<file path="config.mk">
export PLATFORM = sky130hd
export DESIGN_NAME = circular_ordered_list
export DESIGN_NICKNAME = d
export VERILOG_FILES = /design/src/hdl/clist_pkg.sv /design/src/hdl/clist_ram.sv /design/src/hdl/clist_slots.sv /design/src/hdl/circular_ordered_list.sv
export SDC_FILE = /design/constraint.sdc
export NUM_CORES = 2
export LEC_CHECK = 0
export BUFFER_PORTS_ARGS = -buffer_cell sky130_fd_sc_hd__buf_2
export CAP_MARGIN = 20
export CORE_MARGIN = 2
export CORE_UTILIZATION = 61
export CTS_BUF_LIST = sky130_fd_sc_hd__clkbuf_16
export DETAILED_ROUTE_END_ITERATION = 7
export HOLD_SLACK_MARGIN = 0.08
export PLACE_DENSITY_LB_ADDON = 0.08
export SKIP_LAST_GASP = 1
export SYNTH_ARGS = -nofsm -noshare
export SYNTH_HDL_FRONTEND = slang
export SYNTH_SLANG_ARGS = --single-unit
</file>
<file path="constraint.sdc">
create_clock -name clk -period 5.1 [get_ports clk]
set_clock_uncertainty 0.2 [all_clocks]
set_input_delay 1.53 -clock clk [delete_from_list [all_inputs] [get_ports clk]]
set_output_delay 1.53 -clock clk [all_outputs]
set_load 0.01 [all_outputs]
</file>
<file path="src/hdl/clist_pkg.sv">
// Shared types and constants for the circular ordered list.
package clist_pkg;

  localparam int CAPACITY_DEF = 32;
  localparam int DATA_W       = 32;

  typedef enum logic [1:0] {
    MODE_FRONT  = 2'd0,
    MODE_BACK   = 2'd1,
    MODE_DELETE = 2'd2,
    MODE_SHOW   = 2'd3
  } mode_t;

  typedef enum logic [2:0] {
    ST_INSERTED = 3'd0,
    ST_DELETED  = 3'd1,
    ST_NOTFOUND = 3'd2,
    ST_EMPTY    = 3'd3,
    ST_FULL     = 3'd4,
    ST_SHOWN    = 3'd5
  } status_t;

  typedef struct packed {
    logic take;
    logic give;
  } slot_op_t;

endpackage

</file>
<file path="src/hdl/clist_ram.sv">
// Generic simple dual-port RAM with registered read.
module clist_ram #(
  parameter int WIDTH = 32,
  parameter int DEPTH = 32
) (
  input  logic                     clk,
  input  logic                     we,
  input  logic [$clog2(DEPTH)-1:0] waddr,
  input  logic [WIDTH-1:0]         wdata,
  input  logic [$clog2(DEPTH)-1:0] raddr,
  output logic [WIDTH-1:0]         rdata
);

  logic [WIDTH-1:0] mem [DEPTH];

  always_ff @(posedge clk) begin
    if (we) begin
      mem[waddr] <= wdata;
    end
    rdata <= mem[raddr];
  end

endmodule

</file>
<file path="src/hdl/clist_slots.sv">
// Free-slot tracker with lowest-free-slot selection.
module clist_slots #(
  parameter int CAPACITY = clist_pkg::CAPACITY_DEF
) (
  input  logic                        clk,
  input  logic                        rst,
  input  clist_pkg::slot_op_t         op,
  input  logic [$clog2(CAPACITY)-1:0] give_slot,
  output logic [$clog2(CAPACITY)-1:0] low_slot
);

  localparam int SW = $clog2(CAPACITY);

  logic [CAPACITY-1:0] free;

  always_comb begin
    low_slot = '0;
    for (int i = CAPACITY - 1; i >= 0; i--) begin
      if (free[i]) begin
        low_slot = SW'(i);
      end
    end
  end

  always_ff @(posedge clk) begin
    if (rst) begin
      free <= '1;
    end else begin
      if (op.take) begin
        free[low_slot] <= 1'b0;
      end
      if (op.give) begin
        free[give_slot] <= 1'b1;
      end
    end
  end

endmodule

</file>
<file path="src/hdl/circular_ordered_list.sv">
// Circular ordered list: slot memories, link walker and operation sequencer.
// Insert on an empty or full list answers in idle, else S_INS_TAIL links the tail.
// Delete and display walk one linked entry per cycle through the registered
// read port of the slot RAMs, in the S_WALK state.
// busy drops in the cycle of the final result; results cannot stall.
// Synchronous reset empties the list and frees all slots; the RAMs are not cleared.
module circular_ordered_list #(
  parameter int CAPACITY = clist_pkg::CAPACITY_DEF
) (
  input  logic                                clk,
  input  logic                                rst,
  input  logic                                start,
  output logic                                busy,
  input  logic [1:0]                          mode,
  input  logic signed [clist_pkg::DATA_W-1:0] value,
  output logic                                valid,
  output logic [2:0]                          status,
  output logic signed [clist_pkg::DATA_W-1:0] entry,
  output logic                                last
);

  localparam int SW = $clog2(CAPACITY);
  localparam int CW = $clog2(CAPACITY + 1);
  localparam int DW = clist_pkg::DATA_W;

  typedef enum logic [1:0] {
    S_IDLE,
    S_INS_TAIL,
    S_WALK
  } state_t;

  state_t           state;
  clist_pkg::mode_t op;
  logic [DW-1:0]    val;
  logic [SW-1:0]    head;
  logic [SW-1:0]    tail;
  logic [SW-1:0]    cur;
  logic [SW-1:0]    prev;
  logic [SW-1:0]    new_slot;
  logic [CW-1:0]    count;
  logic [CW-1:0]    idx;

  logic             accept;
  logic             is_ins;
  logic             full;
  logic             hit;
  logic             at_end;
  logic [SW-1:0]    low_slot;
  logic [SW-1:0]    rd_addr;
  logic [DW-1:0]    vals_rd;
  logic [SW-1:0]    links_rd;
  logic             vals_we;
  logic             links_we;
  logic [SW-1:0]    links_waddr;
  logic [SW-1:0]    links_wdata;
  clist_pkg::slot_op_t slot_op;

  assign busy   = (state != S_IDLE);
  assign accept = start && !busy;
  assign is_ins = (clist_pkg::mode_t'(mode) == clist_pkg::MODE_FRONT) ||
                  (clist_pkg::mode_t'(mode) == clist_pkg::MODE_BACK);
  assign full   = (count == CW'(CAPACITY));
  assign hit    = (vals_rd == val);
  assign at_end = (idx == CW'(count - 1'b1));

  assign vals_we      = accept && is_ins && !full;
  assign slot_op.take = vals_we;
  assign slot_op.give = (state == S_WALK) && (op == clist_pkg::MODE_DELETE) && hit;

  always_comb begin
    links_we    = 1'b0;
    links_waddr = low_slot;
    links_wdata = head;
    rd_addr     = head;
    unique case (state)
      S_IDLE: begin
        if (vals_we) begin
          links_we    = 1'b1;
          links_wdata = (count == '0) ? low_slot : head;
        end
      end
      S_INS_TAIL: begin
        links_we    = 1'b1;
        links_waddr = tail;
        links_wdata = new_slot;
      end
      S_WALK: begin
        rd_addr = links_rd;
        if (slot_op.give && (count != CW'(1))) begin
          links_we    = 1'b1;
          links_waddr = prev;
          links_wdata = links_rd;
        end
      end
      default: begin
        rd_addr = head;
      end
    endcase
  end

  clist_ram #(
    .WIDTH(DW),
    .DEPTH(CAPACITY)
  ) u_vals (
    .clk  (clk),
    .we   (vals_we),
    .waddr(low_slot),
    .wdata(value),
    .raddr(rd_addr),
    .rdata(vals_rd)
  );

  clist_ram #(
    .WIDTH(SW),
    .DEPTH(CAPACITY)
  ) u_links (
    .clk  (clk),
    .we   (links_we),
    .waddr(links_waddr),
    .wdata(links_wdata),
    .raddr(rd_addr),
    .rdata(links_rd)
  );

  clist_slots #(
    .CAPACITY(CAPACITY)
  ) u_slots (
    .clk      (clk),
    .rst      (rst),
    .op       (slot_op),
    .give_slot(cur),
    .low_slot (low_slot)
  );

  always_ff @(posedge clk) begin
    if (rst) begin
      state <= S_IDLE;
      head  <= '0;
      tail  <= '0;
      count <= '0;
      valid <= 1'b0;
    end else begin
      valid <= 1'b0;
      unique case (state)
        S_IDLE: begin
          if (accept) begin
            op     <= clist_pkg::mode_t'(mode);
            val    <= value;
            cur    <= head;
            prev   <= tail;
            idx    <= '0;
            status <= clist_pkg::ST_INSERTED;
            entry  <= '0;
            last   <= 1'b1;
            unique case (clist_pkg::mode_t'(mode)) inside
              clist_pkg::MODE_FRONT, clist_pkg::MODE_BACK: begin
                if (full) begin
                  valid  <= 1'b1;
                  status <= clist_pkg::ST_FULL;
                end else if (count == '0) begin
                  head  <= low_slot;
                  tail  <= low_slot;
                  count <= count + 1'b1;
                  valid <= 1'b1;
                end else begin
                  new_slot <= low_slot;
                  state    <= S_INS_TAIL;
                end
              end
              default: begin
                if (count == '0) begin
                  valid  <= 1'b1;
                  status <= clist_pkg::ST_EMPTY;
                end else begin
                  state <= S_WALK;
                end
              end
            endcase
          end
        end
        S_INS_TAIL: begin
          if (op == clist_pkg::MODE_BACK) begin
            tail <= new_slot;
          end else begin
            head <= new_slot;
          end
          count  <= count + 1'b1;
          valid  <= 1'b1;
          status <= clist_pkg::ST_INSERTED;
          entry  <= '0;
          last   <= 1'b1;
          state  <= S_IDLE;
        end
        S_WALK: begin
          prev <= cur;
          cur  <= links_rd;
          idx  <= idx + 1'b1;
          if (op == clist_pkg::MODE_SHOW) begin
            valid  <= 1'b1;
            status <= clist_pkg::ST_SHOWN;
            entry  <= vals_rd;
            last   <= at_end;
            if (at_end) begin
              state <= S_IDLE;
            end
          end else if (hit) begin
            if (count == CW'(1)) begin
              head <= '0;
              tail <= '0;
            end else begin
              if (cur == head) begin
                head <= links_rd;
              end
              if (cur == tail) begin
                tail <= prev;
              end
            end
            count  <= count - 1'b1;
            valid  <= 1'b1;
            status <= clist_pkg::ST_DELETED;
            entry  <= '0;
            last   <= 1'b1;
            state  <= S_IDLE;
          end else if (at_end) begin
            valid  <= 1'b1;
            status <= clist_pkg::ST_NOTFOUND;
            entry  <= '0;
            last   <= 1'b1;
            state  <= S_IDLE;
          end
        end
        default: begin
          state <= S_IDLE;
        end
      endcase
    end
  end

  a_count_bound: assert property (@(posedge clk) disable iff (rst)
    count <= CW'(CAPACITY))
    else $error("entry count above capacity");

  a_start_busy: assert property (@(posedge clk) disable iff (rst)
    accept && !(is_ins && (full || count == '0)) &&
    !(!is_ins && count == '0) |=> busy)
    else $error("multi-cycle operation did not raise busy");

  a_mid_busy: assert property (@(posedge clk) disable iff (rst)
    valid && !last |-> busy)
    else $error("non-final result while idle");

  a_empty_count: assert property (@(posedge clk) disable iff (rst)
    valid && (status == clist_pkg::ST_EMPTY) |-> count == '0)
    else $error("empty status with entries present");

endmodule
</file>
# == Yosys cells after proc, flatten, opt, wreduce, memory -nomap -nowiden ==
# Memories as Yosys holds them, arrays and structs flattened. A register that Yosys moved wholly into a read port is not among the register bits.
# Index checks and enable logic that the tools add are counted.
# classes
n_addsub,3
shift,0
bitwise_logic,6
n_eq_ne,26
muxes,119
reduce_logical,26
div,0
order_cmp,4
multipliers,0
# ops
cell,count
$mux 5,56
$mux 32,7
$pmux 32 s3,1
$pmux 5 s3,3
$mux 6,7
$and 32x32->32,1
$eq 32x32->1,1
$not 32->32,1
$or 32x32->32,1
$pmux 5 s2,3
$mux 1,18
$mux 2,9
$mux 3,6
$pmux 6 s3,1
$ne 2x2->1 const B,8
$add 6x1->6 const B,2
$lt 5x6->1 const B,2
$pmux 6 s2,1
$demux 1 s5,2
$eq 5x5->1,2
$ge 5x1->1 const B,2
$pmux 1 s3,3
$pmux 3 s3,1
$reduce_and 3->1,3
26 further kinds,43
# word_totals
ff_bits,142
ram_bits,1184
out_inout_bits,38
latchBits,0
mem_count,2
romBits,0
# memory_table
memory,words,width,read_ports,rd_clocked_by_memory_dff,write_ports,line_no,rtl
u_vals.mem,32,32,1,1,1,clist_ram.sv:14,logic [WIDTH-1:0] mem [DEPTH];
u_links.mem,32,5,1,1,1,clist_ram.sv:14,

# == Depth between registers and ports, before layout ==
# depth
word_depth,42
depth_mapped,13
depth_no_buf,9

# == Cells and area by module ==
# A second synthesis with hierarchy kept.
# unflattened
hier_cells,3244
area_unflattened_um2,54329.6
# modules_own_cells
module,cells_per_inst,n_inst,seq_area_each_um2,area_each_um2
clist_ram at u_vals,2260,1,31390.1,40492.6
clist_ram at u_links,277,1,4904.7,6344.8
circular_ordered_list,504,1,3113.0,5665.4
clist_slots,203,1,640.6,1826.8

# == Worst setup path after synthesis ==
# OpenSTA, ideal clock, no wires.
# synth_timing
path_kind,in2reg
startpoint,in start
endpoint,mem u_links.mem[0][3] in the netlist's numbering (data pin)
n_path_buf,1
path_slack_ns,0.503
t_arrival_ns,3.943
required_ns,4.446
setup_ns,0.454
path_stages,8
cell_sequence,nand2_1 > a211o_1 > buf_2 > nor2_1 > nand2_1 > o21ai_0 > a222oi_1 > o21ai_0
# synth_via
elab_chain_cells,5
# synth_lines
element,line_no,rtl
from (decl),circular_ordered_list.sv:12,"input logic start,"
$logic_and 1x1->1,circular_ordered_list.sv:59,assign accept = start && !busy;
$logic_and 1x1->1 (2 in a row),circular_ordered_list.sv:66,assign vals_we = accept && is_ins && !full;
$mux 5,circular_ordered_list.sv:77,if (vals_we) begin
$pmux 5 s3,circular_ordered_list.sv:75,unique case (state)
via links_wdata[3],circular_ordered_list.sv:55,logic [SW-1:0] links_wdata;
to (decl),clist_ram.sv:14,
# The timed path passes the listed nets, and every way through them passes these cells.

# == Final worst setup path ==
# layout_timing
startpoint,reg val[16]
endpoint,"mem u_links.mem[6][0] in the netlist's numbering, enable pin"
# layout_via
elab_chain_cells,7
word_cells_on_any_way,9
cone_classes,1 x eq/ne; 6 x mux; 2 x reduce/logical
# layout_lines
element,line_no,rtl
from (decl),circular_ordered_list.sv:34,logic [DW-1:0] val;
from (signal assigned),circular_ordered_list.sv:148,val <= value;
$eq 32x32->1 (*),circular_ordered_list.sv:63,assign hit = (vals_rd == val);
$logic_and 1x1->1 (*),circular_ordered_list.sv:68,assign slot_op.give = (state == S_WALK) && (op == clist_pkg::MODE_DELETE) && hit;
$logic_and 1x1->1 (*),circular_ordered_list.sv:89,if (slot_op.give && (count != CW'(1))) begin
$mux 1,circular_ordered_list.sv:89,
$pmux 1 s3,circular_ordered_list.sv:75,
$mux 1,clist_ram.sv:17,if (we) begin
$mux 1 (not written as such),clist_ram.sv:18,mem[waddr] <= wdata;
# Every way passes the cells marked *; elsewhere a longest branch is shown, timed or not.

==> impl_metrics.csv <==
group,metric,value,unit
floorplanning,fp.dieW,300.8,µm
floorplanning,io_pins,75,
logic_synthesis,synth_cell_types,75,
pwr,p_per_area,485.8,nW/µm²
routing,wl_per_cell,30.95,µm
timing,finalCritPeriodShare,88.22,%
logic_synthesis,syn_area_per_cell,17.92,µm²
logic_synthesis,yosysWarnings,0,
hold_path,hold_path_class,"flop to flop",
global_route,grt_util_all_layers,30.98,%
critical_path,worstPathArrival,4.66,ns
run_status,status,"finished clean",
logic_synthesis,synth-seq-cells,1363,
cells_and_area,design_area,60610,µm²
global_route,grt_antenna_before_repair,4,
routing,firstDrtPassIters,6,
clocking,clock_latency,0.76,ns
logic_synthesis,yosysSeqAreaShare,74.53,%
floorplanning,die_y,300.8,µm
place,place_area,56230,µm²
routing,drt-initial-drc-count,3772,
flow_run,drv_cap,0,
clocking,cts_resized,0,
routing,routed_via_density,6.666,
hold_path,worstHoldPathCells,2,
timing,hold_viol,0,
logic_synthesis,syn_area,53740,µm²
critical_path,critPathLaunchType,"flop",
timing,worst_slew_pin_slew,1.061,ns
floorplanning,die_area,90480,µm²
cells_and_area,fin_util,69.65,%
cells_and_area,n_fill_cell,5525,
global_route,grt_pass1_vias,29310,
clocking,cts_htree_levels,4,
critical_path,end_kind,"flop",
critical_path,cp_max_fo,16,
cells_and_area,syn2layout_area_growth,12.79,%
place,place_congestion,0.9501,
timing,rsz0062_at_grt,"no",
clocking,path_clk_slew,0.06,ns
floorplanning,rows,108,
place,dp.cells,4167,
global_route,grt_first_pass_wirelength,200100,µm
routing,vias,29390,
timing,setup_violations,0,
cells_and_area,drive_above_1_share,22.93,%
logic_synthesis,async_flop_share,0,%
timing,fmax,222.3,MHz
routing,routed_wirelength,136500,µm
clocking,postCtsSetupRepairBufs,0,
clocking,clock_sinks,1363,
timing,tns,0,ns
timing,max_slew_margin,28.65,%
clocking,max-clock-path-buffers,3,
global_route,grt_overflow,0,
clocking,root_buffer,"clkbuf_16",
routing,ant_nets,0,
logic_synthesis,synthFlopType,"edfxtp_1",
pwr,cellLeakagePower,19.97,nW
global_route,grt_max_degree,112,
place,hpwl,82410,µm
timing,slew_violations,0,
critical_path,setup.worst_path.class,"flop to flop",
floorplanning,start_util,61.75,%
logic_synthesis,synth.net_count,3044,
clocking,ctsHoldBuffers,0,
critical_path,r2r_cells,8,
floorplanning,core,87020,µm²
logic_synthesis,syn_inst,2999,
routing,drc,0,
cells_and_area,final_cells,4409,
critical_path,worstPathRequired,5.26,ns
clocking,cts_tree,"done",
clocking,cts_buffers,136,
pwr,peakVddDrop,399.0,µV
place,io_buffers,74,
cells_and_area,final_nets,3195,
timing,min_period,4.499,ns
logic_synthesis,synth-edff-count,1275,
## synth_stat cells (18+ instances only)
| library cell | instances | area (µm²) |
|---|---|---|
| edfxtp_1 | 1275 | 38290 |
| inv_1 | 43 | 161.4 |
| a221o_1 | 23 | 230.2 |
| mux4_2 | 296 | 6666 |
| xor2_1 | 45 | 394.1 |
| o21ai_0 | 61 | 305.3 |
| nand2_1 | 411 | 1543 |
| clkbuf_1 | 101 | 379.1 |
| nor4_1 | 18 | 112.6 |
| buf_2 | 39 | 195.2 |
| nor3_1 | 36 | 180.2 |
| dfxtp_1 | 88 | 1762 |
| nor2_1 | 60 | 225.2 |
| a21oi_1 | 33 | 165.2 |
| buf_1 | 20 | 75.07 |
| nand3_1 | 206 | 1031 |
| and2_1 | 37 | 231.5 |
## sequential cells by signal, summed over array words and instances (netlist names), 6 cells and up
register,count
u_slots.free,32
count,6
entry,32
u_vals.rdata,32
u_vals.mem,1024
idx,6
u_links.mem,160
val,32
## cells by family after synthesis
group	Yosys count	share of synthesized area [%]
flops	1363	74.53
simple gates	845	7.437
mux	305	12.59
buf+inv	210	1.593
fa+ha+maj	8	0.1863
compound gates	209	2.703
xor+xnor	59	0.9617
## power by group
group	total, W	internal, W	switching (W)
combinational	0.00663	0.00264	0.00400
clock	0.00982	0.00573	0.00409
sequential	0.0130	0.0127	0.000273
total	0.0294	0.0211	0.00836
## cells in the final DEF (no fill, tap or decap), types with 6 or more instances in the layout
cell type     n
inv_2        23
xnor2_1      14
inv_6         8
nand2_1     411
and3_1        6
nor2b_1       7
o21ai_0      58
clkbuf_16   140
buf_2        74
inv_1        50
nor2_1       46
nor2_4       14
a221oi_1     10
and2_1       37
o31ai_1      13
dfxtp_1      88
buf_12       31
a211o_1       9
nor3_1       36
a221o_1      23
buf_4        71
nand4_1      10
mux4_2      296
bufinv_16    15
clkinv_2     17
nand3_1     206
clkinv_1     27
mux2_2        6
ha_1          8
a21oi_1      32
or4_1        10
edfxtp_1   1275
nor3_2       11
xor2_1       45
nor4_1       17
## worst max-delay path, cell delays in order (launching register included)
cell and delay (ns):
edfxtp_1 0.37, xor2_1 0.17, nor4_1 0.81, nand4_1 0.56, nor3_2 0.31, buf_4 0.20, nor4_1 0.08, a211o_1 0.65
nor3_1 0.75
## area by class of cell
class	instances	area [µm²]	share of cell area, %
flip-flops and latches	1363	40050	66.08
multi-input cells	1426	13020	21.49
clock buffers	140	3503	5.780
repair buffers	176	1524	2.514
well taps	1155	1445	2.384
clock inverters	101	875.8	1.445
inverters	47	185.2	0.3055
diodes	1	2.502	0.004129
## through the flow
step | power (W) | hold slack, ns | setup slack, ns
after floorplan | 0.01750 | 0.2584 | 0.5028
after global placement | 0.01980 | 0.2798 | 0.7235
after detailed placement | 0.01986 | 0.2989 | 0.6509
after CTS | 0.02961 | 0.3102 | 0.6089
after global routing | 0.03050 | 0.3470 | 0.4172
final | 0.02944 | 0.3174 | 0.6009
## per-layer routing
metal	GRT usage (%)	vias up	share of wire, %
met5	0	-	0.030
met4	12.08	6	3.7
met3	5.123	261	8.0
met2	49.47	1508	49
met1	43.61	15400	39
li1	-	12210	-
## path summary, 6_finish.rpt
| kind | startpoint | end | slack (ns) |
|---|---|---|---|
| max | val[16] | u_links.mem[6][0] | 0.60 |
| min | u_slots.free[30] | u_slots.free[30] | 0.32 |
| max reg2reg | val[16] | u_links.mem[6][0] | 0.60 |
| min reg2reg | u_slots.free[30] | u_slots.free[30] | 0.32 |
Note: power is estimated with default switching activity, not from simulation.
